$ cat config.mk
export PLATFORM = sky130hd
export DESIGN_NAME = mfbfs_ctrl
export DESIGN_NICKNAME = d
export VERILOG_FILES = /design/src/hw/rtl/mfbfs_pkg.sv /design/src/hw/rtl/mfbfs_ctrl.sv
export SDC_FILE = /design/constraint.sdc
export NUM_CORES = 1
export LEC_CHECK = 0
export ABC_AREA = 1
export ABC_CLOCK_PERIOD_IN_PS = 2800
export BUFFER_PORTS_ARGS = -buffer_cell sky130_fd_sc_hd__buf_2
export CORE_ASPECT_RATIO = 1.5
export CORE_MARGIN = 2
export CORE_UTILIZATION = 45
export CTS_CLUSTER_SIZE = 28
export DETAILED_ROUTE_END_ITERATION = 12
export GPL_TIMING_DRIVEN = 0
export PLACE_DENSITY_LB_ADDON = 0.3
export SYNTH_ARGS = -nofsm -noshare
export SYNTH_HDL_FRONTEND = slang
export SYNTH_SLANG_ARGS = --single-unit
export TNS_END_PERCENT = 50
$ cat constraint.sdc
create_clock -name clk -period 2.8 [get_ports clk]
set_input_delay 0.28 -clock clk [delete_from_list [all_inputs] [get_ports clk]]
set_output_delay 0.28 -clock clk [all_outputs]
set_load 0.03 [all_outputs]
$ cat src/hw/rtl/mfbfs_pkg.sv
// Shared types and constants of the max-flow block.
// No dependencies; the controller and datapath both use it.
package mfbfs_pkg;

    localparam int FLOW_BITS = 20;
    localparam int NODE_BITS = 4;
    localparam int IN_CAP_BITS = 16;
    localparam logic CMD_LOAD = 1'b0;
    localparam logic CMD_RUN = 1'b1;
    localparam logic STAT_OK = 1'b0;
    localparam logic STAT_SAME = 1'b1;

    typedef enum logic [4:0] {
        OP_NONE,
        OP_CLR,
        OP_LOAD,
        OP_RUN,
        OP_COPY,
        OP_BFS_INIT,
        OP_POP,
        OP_SCAN,
        OP_WALK_INIT,
        OP_WALK_RD,
        OP_WALK_EV,
        OP_UPD_INIT,
        OP_UPD_RDF,
        OP_UPD_WRF,
        OP_UPD_WRR,
        OP_ADD
    } dp_op_t;

    typedef struct packed {
        logic clr_done;
        logic copy_done;
        logic queue_empty;
        logic scan_done;
        logic reached;
        logic at_src;
        logic run_same;
        logic run_bad;
    } dp_stat_t;

endpackage

$ cat src/hw/rtl/mfbfs_ctrl.sv
// Controller of the max-flow block: sequencing state machine, stream
// handshakes and result register. Depends on mfbfs_pkg; drives mfbfs_dp.
module mfbfs_ctrl (
    input  logic                            clk,
    input  logic                            rst_n,
    input  logic                            in_valid,
    output logic                            in_ready,
    input  logic                            in_cmd,
    output logic                            out_valid,
    input  logic                            out_ready,
    output logic [mfbfs_pkg::FLOW_BITS-1:0] out_flow,
    output logic                            out_status,
    output mfbfs_pkg::dp_op_t               op,
    input  mfbfs_pkg::dp_stat_t             stat,
    input  logic [mfbfs_pkg::FLOW_BITS-1:0] flow
);

    typedef enum logic [4:0] {
        S_CLEAR, S_IDLE, S_COPY, S_BFS_INIT, S_POP, S_SCAN, S_CHECK,
        S_WALK_INIT, S_WALK_RD, S_WALK_EV, S_UPD_INIT, S_UPD_RDF,
        S_UPD_WRF, S_UPD_WRR, S_ADD, S_DONE
    } state_t;

    state_t state_reg, state_next;
    logic   err_reg, err_next;
    logic   out_valid_reg;
    logic [mfbfs_pkg::FLOW_BITS-1:0] out_flow_reg;
    logic   out_status_reg;
    logic   accept, emit;

    assign in_ready = (state_reg == S_IDLE);
    assign accept = in_valid && in_ready;
    assign emit = (state_reg == S_DONE) && (!out_valid_reg || out_ready);

    always_comb
    begin
        state_next = state_reg;
        err_next = err_reg;
        op = mfbfs_pkg::OP_NONE;
        unique case (state_reg)
            S_CLEAR:
            begin
                op = mfbfs_pkg::OP_CLR;
                if (stat.clr_done)
                    state_next = S_IDLE;
            end
            S_IDLE:
                if (accept)
                begin
                    if (in_cmd == mfbfs_pkg::CMD_LOAD)
                        op = mfbfs_pkg::OP_LOAD;
                    else
                    begin
                        op = mfbfs_pkg::OP_RUN;
                        err_next = stat.run_same;
                        state_next = (stat.run_same || stat.run_bad) ? S_DONE : S_COPY;
                    end
                end
            S_COPY:
            begin
                op = mfbfs_pkg::OP_COPY;
                if (stat.copy_done)
                    state_next = S_BFS_INIT;
            end
            S_BFS_INIT:
            begin
                op = mfbfs_pkg::OP_BFS_INIT;
                state_next = S_POP;
            end
            S_POP:
                if (stat.queue_empty)
                    state_next = S_CHECK;
                else
                begin
                    op = mfbfs_pkg::OP_POP;
                    state_next = S_SCAN;
                end
            S_SCAN:
            begin
                op = mfbfs_pkg::OP_SCAN;
                if (stat.scan_done)
                    state_next = S_POP;
            end
            S_CHECK:
                state_next = stat.reached ? S_WALK_INIT : S_DONE;
            S_WALK_INIT:
            begin
                op = mfbfs_pkg::OP_WALK_INIT;
                state_next = S_WALK_RD;
            end
            S_WALK_RD:
                if (stat.at_src)
                    state_next = S_UPD_INIT;
                else
                begin
                    op = mfbfs_pkg::OP_WALK_RD;
                    state_next = S_WALK_EV;
                end
            S_WALK_EV:
            begin
                op = mfbfs_pkg::OP_WALK_EV;
                state_next = S_WALK_RD;
            end
            S_UPD_INIT:
            begin
                op = mfbfs_pkg::OP_UPD_INIT;
                state_next = S_UPD_RDF;
            end
            S_UPD_RDF:
                if (stat.at_src)
                    state_next = S_ADD;
                else
                begin
                    op = mfbfs_pkg::OP_UPD_RDF;
                    state_next = S_UPD_WRF;
                end
            S_UPD_WRF:
            begin
                op = mfbfs_pkg::OP_UPD_WRF;
                state_next = S_UPD_WRR;
            end
            S_UPD_WRR:
            begin
                op = mfbfs_pkg::OP_UPD_WRR;
                state_next = S_UPD_RDF;
            end
            S_ADD:
            begin
                op = mfbfs_pkg::OP_ADD;
                state_next = S_BFS_INIT;
            end
            S_DONE:
                if (emit)
                    state_next = S_IDLE;
            default:
                state_next = S_IDLE;
        endcase
    end

    always_ff @(posedge clk or negedge rst_n)
    begin
        if (!rst_n)
        begin
            state_reg <= S_CLEAR;
            err_reg <= mfbfs_pkg::STAT_OK;
            out_valid_reg <= 1'b0;
        end
        else
        begin
            state_reg <= state_next;
            err_reg <= err_next;
            if (emit)
                out_valid_reg <= 1'b1;
            else if (out_ready)
                out_valid_reg <= 1'b0;
        end
    end

    always_ff @(posedge clk)
    begin
        if (emit)
        begin
            out_flow_reg <= flow;
            out_status_reg <= err_reg;
        end
    end

    assign out_valid = out_valid_reg;
    assign out_flow = out_flow_reg;
    assign out_status = out_status_reg;

    a_same_zero: assert property (@(posedge clk) disable iff (!rst_n)
        out_valid && out_status == mfbfs_pkg::STAT_SAME |-> out_flow == '0)
        else $error("error status with nonzero flow");
    a_same_done: assert property (@(posedge clk) disable iff (!rst_n)
        accept && in_cmd == mfbfs_pkg::CMD_RUN && stat.run_same |=> state_reg == S_DONE)
        else $error("equal source and sink did not finish at once");

endmodule

==> results of run 1 <==
==> through the flow <==
step | setup WS (ns) | cell area (um2) | power [mW]
2_1_floorplan | 0.728 | 1310 | 1.16
3_3_place_gp | 0.320 | 1650 | 1.38
3_5_place_dp | 0.738 | 1650 | 1.39
4_1_cts | 0.721 | 1710 | 1.59
5_1_grt | 0.557 | 1710 | 1.73
6_report | 0.733 | 1710 | 1.58
==> timing repair <==
item | 4_1_cts | 5_1_grt
hold buffers | 1 | 0
endpoints found under the hold margin | 6 | 0
endpoints found under the setup margin | 0 | 0
==> final cells by class <==
type                            count  share of cell area [%]
Buffer                              2                   0.734
Sequential cell                    27                    45.8
Multi-Input combinational cell     93                    26.6
Clock buffer                        4                    2.64
Inverter                           16                    3.60
Tap cell                           37                    2.71
Timing Repair Buffer               60                    17.9
==> path summary, 6_finish.rpt <==
| check | startpoint | end | slack, ns | depth (start not counted) |
|---|---|---|---|---|
| worst max-delay path | state_reg[3] | op[0] | 0.73 | 7 |
| worst max register to register | state_reg[1] | out_flow[6] | 0.73 | 4 |
| worst min-delay path | flow[10] | out_flow[10] | 0.19 | 1 |
| min in group asynchronous | rst_n | out_valid | 0.36 | 2 |
| max in group asynchronous | rst_n | err_reg | 2.30 | 2 |
| worst min register to register | err_reg | out_status | 0.46 | 0 |
==> cell families (layout without fill, tap and decap cells) <==
kind of cell           after synthesis  in the layout  synth area share, %
AND/OR/NAND/NOR                     79             79                 28.4
flip-flops                          27             27                 59.8
buffers and inverters               18             82                 5.65
AO/OA/AOI/OAI                       13             13                 5.84
other                                1              1                0.287
==> power by group through the flow <==
stage	registers, mW	clock network [mW]	logic, mW
2_1_floorplan	0.580	0	0.583
3_3_place_gp	0.567	0	0.813
3_5_place_dp	0.569	0	0.817
4_1_cts	0.560	0.209	0.821
5_1_grt	0.567	0.232	0.932
6_report	0.561	0.202	0.821
==> cells in the final DEF (no fill, tap or decap) <==
master         instances
buf_2                 60
o211ai_1               2
clkbuf_8               3
nand3b_1               3
dlygate4sd3_1          1
clkinv_2               1
nand3b_2               1
clkbuf_1               1
dfrtp_1                6
inv_2                  3
nand3_2                2
o21ai_2                1
nand3_1                9
nor2_4                 2
nor2_1                15
conb_1                 1
o21ai_1                2
o21ai_0                4
nand4_1                2
and2_1                 1
nand2_2                2
a31oi_1                2
inv_1                 12
edfxtp_1              21
nor2_2                 3
buf_4                  1
a21oi_1                2
nand2_1               39
==> per-layer routing <==
metal  up-vias  wire, um
met1       535      1050
met2        65      1470
li1        581         -
met3        14       246
met5         -         0
met4         0       150
==> Yosys cell counts, drive strengths merged, types with 2 or more instances <==
| cell type | instances | area share (%) |
|---|---|---|
| o21ai | 7 | 3.0 |
| inv | 15 | 4.3 |
| o211ai | 2 | 1.1 |
| a21oi | 2 | 0.77 |
| dfrtp | 6 | 11 |
| edfxtp | 21 | 48 |
| nand4 | 2 | 0.96 |
| buf | 2 | 0.96 |
| nand3 | 11 | 5.0 |
| a31oi | 2 | 0.96 |
| nand2 | 41 | 12 |
| nor2 | 20 | 7.3 |
| nand3b | 4 | 2.6 |
==> flow_summary.ini, run 1 <==
[cells_and_area]
drive_gt1_share_pct = 39.1
regArea_um2 = 781
largest_reg_flops = 20
multi_input_area_um2 = 454
num-nets-final = 236
stdcell_count = 239
finish.utilization_pct = 63.0
area_delta_synth_final_pct = 30.6
antenna_cells = 0
fill_cells = 257

[clock_tree]
clk_path_buf_depth = 2
cts_buffers = 3
clk_pin_slew_worst_paths_ns = 0.08
cts_tree = yes
clk_latency_ns = 0.26
htreeDepth = 1
cts_resized = 0
cts_root_buf = clkbuf_8
post-cts-setup-buffers = 0
cts_sinks = 27

[synth]
syn_area_um2 = 1310
synth_cell_type_count = 25
async_flop_share_pct = 22.2
yosysSeqAreaShare_pct = 59.8
ys_warn_count = 0
ys_ff_latch = 27
syn_nets = 171
synth_area_per_cell_um2 = 9.47
synth-edff-count = 21
syn_inst = 138
synth_flop_cell = edfxtp_1

[grt]
first_global_vias = 1196
antenna_found_initial = 0
grt_pass1_wl_um = 4810
met1_usage_pct = 19.3
grt_max_degree = 22
grtUsageMet3_pct = 1.55
grt_use_total_pct = 19.3
grt_busiest_layer = met2
grtUsageMet2_pct = 34.8
grt_overflow = 0

[die]
row_count = 23
dieArea_um2 = 3360
io_pins = 61
die_w_um = 48.0
start_util_pct = 48.3
die-height_um = 70.0
core_um2 = 2710

[routing]
vias = 1195
routedWlPerCell_um = 12.2
first_iter_violations = 18
wl_um = 2920
route.detailed.drc = 0
dr.pass1.iters = 4
routed_via_density = 5.00
ant_nets = 0

[timing]
worst-slew-pin-transition_ns = 0.941
skew_ns = 0.00361
rsz0062_at_grt = false
post-route-period-util_pct = 73.8
final-setup-viol-count = 0
hold_viol = 0
fin_setup_tns_ns = 0
min_period_ns = 2.07
whs_ns = 0.193
fmax_mhz = 484
relSlewSlack_pct = 37.2
report.final.slew_viol_count = 0

[placed_design]
place_inst = 234
io_buffers = 59
dpl.hpwl_um = 2440
place_congestion = 0.877

[min_path]
hold_class = input port to flop

[critical_path]
crit_buf_inv = 2
required_ns = 2.52
path_delay_family = simple AND/OR/NAND/NOR gates
cp.arrival_ns = 1.79
critical_path_class = flop to output pin
path_max_fanout = 8
critPathSlowestCell = dfrtp_1
slowest_delay_ns = 0.37
cp-start-kind = flop
cp-end-kind = output pin
crit_chain = buf_2 > nor2_1 > nand2_1 > nor2_1 > nand2_1 > nand4_1 > buf_2

[power]
power_switching_mw = 0.738
p_leak_nw = 0.838
pwr-share-seq_pct = 35.4
clock_power_share_pct = 12.8
ir_drop_uv = 687
p_int_mw = 0.846
power_switching_share_pct = 46.6
comb_power_share_pct = 51.8
p_per_area_nw_per_um2 = 929

[flow_run]
max_cap_viol_count = 0

[outcome]
status = completed
Note: power is estimated with default switching activity, not from simulation.
==> run 2, diff against run 1 <==
Settings changed: ABC_AREA 1 to 0, ABC_CLOCK_PERIOD_IN_PS 2800 to 1660, CORE_UTILIZATION 45 to 40.
Clock period 2.8 ns to 1.66 ns, I/O delays scaled along.
==> run 2 against run 1 <==
Net effect: the run now ends with negative setup slack left; global-route usage down 3.3 points; highest routed layer unchanged; worst hold slack got worse by 0.12 ns; register-to-register slack lost 0.69 ns; first-iteration DRC count grew 140%; synthesized cell count down 25%; clock power up 71%; clock skew about the same; non-clock buffer count is 11 higher.
==> flow_summary.ini, run 2 <==
[placed_design]
place_area_um2 = 1580
dpl.hpwl_um = 2030
io_buffers = 59
dp_slack_ns = -0.167
place_congestion = 0.830

[timing]
min_period_ns = 1.69
relSlewSlack_pct = 63.8
skew_ns = 0.00318
report.final.slew_viol_count = 0
post-route-period-util_pct = 102
hold_viol = 0
rsz0062_at_grt = true
fmax_mhz = 593
worst-slew-pin-transition_ns = 0.542
setup_ws_ns = -0.0266
fin_setup_tns_ns = -0.0391
final-setup-viol-count = 2

[min_path]
hold_class = input port to flop
holdPathStages = 1

[cells_and_area]
multi_input_area_um2 = 438
area_delta_synth_final_pct = 43.3
antenna_cells = 0
num-nets-final = 205
final_cell_area_um2 = 1760
finish.utilization_pct = 60.4
drive_gt1_share_pct = 51.5
mostFrequentLayoutCells = buf_2 (56), edfxtp_1 (21), nand2_1 (10)
fill_cells = 253
regArea_um2 = 782
largest_reg_flops = 20
final_common_cell = buf_2

[routing]
ant_nets = 0
vias = 1092
dr.pass1.iters = 4
wl_um = 2820
routedWlPerCell_um = 13.4
routed_via_density = 5.20
first_iter_violations = 43
route.detailed.drc = 0

[synth]
synth_area_per_cell_um2 = 11.9
ys_ff_latch = 27
ys_warn_count = 0
yosysTopAreaCell = edfxtp_1
synth_flop_cell = edfxtp_1
synth-edff-count = 21
synth_common_cells = edfxtp_1 (21), nand2_1 (11), nor2_1 (9)
synth_area_leaders = edfxtp_1 (51%), dfrtp_1 (12%), nand2_1 (3.4%), nor2_1 (2.7%), o21ai_0 (2.4%)
syn_inst = 103
syn_nets = 136
async_flop_share_pct = 22.2
synth_top_area_share_pct = 51.3
syn_area_um2 = 1230
synth_cell_type_count = 35
yosysSeqAreaShare_pct = 63.5
yosysMostFrequentCell = edfxtp_1

[flow_run]
max_cap_viol_count = 0

[clock_tree]
clk_pin_slew_worst_paths_ns = 0.08
clk_path_buf_depth = 2
htreeDepth = 1
cts_sinks = 27
cts_buffers = 3
cts_tree = yes
cts_root_buf = clkbuf_8
clk_latency_ns = 0.26

[grt]
grt_use_total_pct = 15.9
first_global_vias = 956
grt_max_degree = 22
grt_pass1_wl_um = 4370
antenna_found_initial = 0
grt_overflow = 0

[die]
io_pins = 61
die-height_um = 71.9
core_um2 = 2910
row_count = 24
dieArea_um2 = 3540
die_w_um = 49.3
start_util_pct = 42.2

[power]
p_leak_nw = 0.762
ir_drop_uv = 1230
p_per_area_nw_per_um2 = 1850
total_power_mw = 3.25

[outcome]
failed_checks = negative setup slack
status = finished, violations left

[critical_path]
path_max_fanout = 8
required_ns = 1.49
cp.arrival_ns = 1.52
cp-end-kind = output pin
critical_path_class = flop to output pin
rr_worst_depth = 3
cp-start-kind = flop
-- run 2: metal layers --
metal	up-vias	GRT usage, %	part of all wire [%]
met2	71	26.6	50
met4	0	8.57	2.9
li1	516	-	-
met5	-	0	0
met1	496	19.9	39
met3	9	2.29	8.5
-- run 2: final timing paths --
check                             start           end  slack [ns]
max reg2reg                state_reg[3]   out_flow[4]        0.04
min in group asynchronous         rst_n       err_reg        0.26
min                            flow[10]  out_flow[10]        0.07
max in group asynchronous         rst_n  state_reg[0]        1.23
max                        state_reg[3]         op[0]       -0.03
min reg2reg                     err_reg    out_status        0.46
-- run 2: final cells by class --
class                           count  share of cell area (%)
Inverter                            1                   0.213
Clock buffer                        4                    2.56
Multi-Input combinational cell     66                    24.9
Sequential cell                    27                    44.4
Buffer                              9                    5.05
Timing Repair Buffer               64                    20.1
Tap cell                           39                    2.77
-- run 2: kinds of logic after synthesis --
kind of cell,Yosys count,synth area share (%)
compound gates,29,15.7
buf+inv,10,5.09
flops,27,63.5
mux,1,0.916
other cells,1,0.305
simple gates,35,14.5
-- run 2: critical path, stage by stage, from the launching register on --
cell and delay, ns:
dfrtp_1 0.38, buf_6 0.15, buf_8 0.14, buf_6 0.10
a22oi_2 0.06, o31a_1 0.29, buf_6 0.14
-- run 2: report_power, final --
| part | leakage (nW) | internal (mW) | switching [mW] | total (mW) |
|---|---|---|---|---|
| registers | 0.263 | 0.898 | 0.0723 | 0.970 |
| logic | 0.476 | 0.806 | 1.13 | 1.94 |
| clock network | 0.0228 | 0.171 | 0.174 | 0.345 |
-- run 2: repair_timing --
item / 4_1_cts / 5_1_grt
resized for setup: 12 / 24
setup buffers: 0 / 3
gates cloned: 0 / 1
endpoints found under the setup margin: 25 / 28
hold endpoints to repair: 6 / 0
hold buffers: 1 / 0
pin swaps: 1 / 3
-- run 2: metrics by stage --
step,cells,hold slack (ns)
final,210,0.0746
after global routing,210,0.0606
after CTS,206,0.0681
after detailed placement,201,-0.00442
after global placement,201,-0.00309
after floorplan,103,-0.130
==> run 3, diff against run 2 <==
Settings changed: BUFFER_PORTS_ARGS -buffer_cell sky130_fd_sc_hd__buf_2 to -buffer_cell sky130_fd_sc_hd__buf_4, GPL_TIMING_DRIVEN 0 to default.
==> run 3 against run 2 <==
Net effect: the run still ends with negative setup slack left; sequential share of layout area shrank 3.8 points; global-route usage grew 1.9 points; worst hold slack lost 0.0062 ns; largest cell class unchanged.
==> flow_summary.ini, run 3 (same netlist as run 2, synthesis figures left out) <==
[outcome]
status = finished, violations left
failed_checks = negative setup slack

[die]
row_count = 24
dieArea_um2 = 3540
start_util_pct = 42.2
core_um2 = 2910
io_pins = 61
die-height_um = 71.9
die_w_um = 49.3

[critical_path]
path_max_fanout = 8
cp-start-kind = flop
required_ns = 1.49
cp-end-kind = output pin
cp.arrival_ns = 1.54
critical_path_class = flop to output pin
timing.rr.start = state_reg[2]
r2r_slack_ns = -0.03
rr_worst_depth = 5
r2r-end = state_reg[0]

[power]
ir_drop_uv = 1310
p_per_area_nw_per_um2 = 1790
p_leak_nw = 0.818
total_power_mw = 3.47

[routing]
vias = 1142
dr.pass1.iters = 4
route.detailed.drc = 0
wl_um = 3210
ant_nets = 0
first_iter_violations = 36
routedWlPerCell_um = 15.1
routed_via_density = 5.36

[grt]
grt_overflow = 0
grt_max_degree = 22
first_global_vias = 1049
met1_usage_pct = 19.3
antenna_found_initial = 0
grt_busiest_layer = met2
grtUsageMet2_pct = 31.4
grt_use_total_pct = 17.9
grt_pass1_wl_um = 4740
grtUsageMet3_pct = 3.13

[placed_design]
io_buffers = 59
place_inst = 199
place_congestion = 0.987
dpl.hpwl_um = 2180

[clock_tree]
htreeDepth = 1
cts_root_buf = clkbuf_8
clk_pin_slew_worst_paths_ns = 0.08
clk_latency_ns = 0.27
cts_tree = yes
clk_path_buf_depth = 2
cts_buffers = 3
cts_sinks = 27

[timing]
fmax_mhz = 587
hold_viol = 0
whs_ns = 0.0685
setup_ws_ns = -0.0429
skew_ns = 0.00221
final-setup-viol-count = 4
rsz0062_at_grt = true
post-route-period-util_pct = 103
min_period_ns = 1.70
fin_setup_tns_ns = -0.110
report.final.slew_viol_count = 0

[cells_and_area]
drive_gt1_share_pct = 54.6
num-nets-final = 208
largest_reg_flops = 20
final_common_cell = buf_4
stdcell_count = 213
area_delta_synth_final_pct = 57.5
mostFrequentLayoutCells = buf_4 (68), edfxtp_1 (21), nand2_1 (10)
fill_cells = 226
antenna_cells = 0

[min_path]
hold_end = out_flow[5]
hold_class = input port to flop
worstHoldStart = flow[5]
holdPathStages = 1

[flow_run]
max_cap_viol_count = 0
## run 3: layout make-up
type,count,area (um2),area share [%]
Sequential cell,27,786,40.6
Inverter,1,8.76,0.452
Tap cell,39,48.8,2.52
Multi-Input combinational cell,66,439,22.7
Timing Repair Buffer,76,608,31.4
Clock buffer,4,45.0,2.33
## run 3: critical path, stage by stage, from the launching register on
cell and delay (ns):
dfrtp_2 0.48, buf_4 0.16, nor2b_4 0.04, a221oi_2 0.27, o31a_1 0.19, buf_6 0.13
## run 3: what timing repair did
item | CTS | global route
cloned | 0 | 0
setup buffers | 5 | 4
hold buffers | 1 | 0
pin swaps | 0 | 2
endpoints found under the setup margin | 4 | 8
gates resized for setup | 11 | 16
hold endpoints to repair | 6 | 0
## run 3: per-layer routing
layer | wire length, um | vias up
li1 | - | 521
met1 | 1070 | 527
met2 | 1740 | 84
met3 | 284 | 10
met4 | 111 | 0
met5 | 0 | -
## run 3: worst max path at each step
| stage | to | cells after the start | from | slack, ns |
|---|---|---|---|---|
| floorplan | op[2] | 4 | state_reg[1] | -0.02 |
| CTS | op[3] | 5 | state_reg[2] | -0.0008 |
| detailed placement | state_reg[0] | 5 | state_reg[3] | 0.1 |
| global placement | state_reg[0] | 5 | state_reg[3] | 0.16 |
| global route | op[0] | 5 | state_reg[2] | -0.10 |
| finish | op[0] | 5 | state_reg[3] | -0.04 |
## run 3: stage by stage
stage               worst slack [ns]  utilization, %  instance area [um2]
CTS                        -0.000808            63.4                 1850
global route                  -0.105            66.5                 1940
floorplan                    -0.0193               -                 1230
finish                       -0.0429            66.5                 1940
detailed placement            0.0986            59.4                 1730
global placement               0.161            59.4                 1730
## run 3: power by group
part	total, mW	switching, mW	internal, mW	leakage (nW)
logic	2.09	1.16	0.935	0.536
clock network	0.356	0.184	0.172	0.0228
registers	1.02	0.121	0.904	0.260
total	3.47	1.46	2.01	0.818
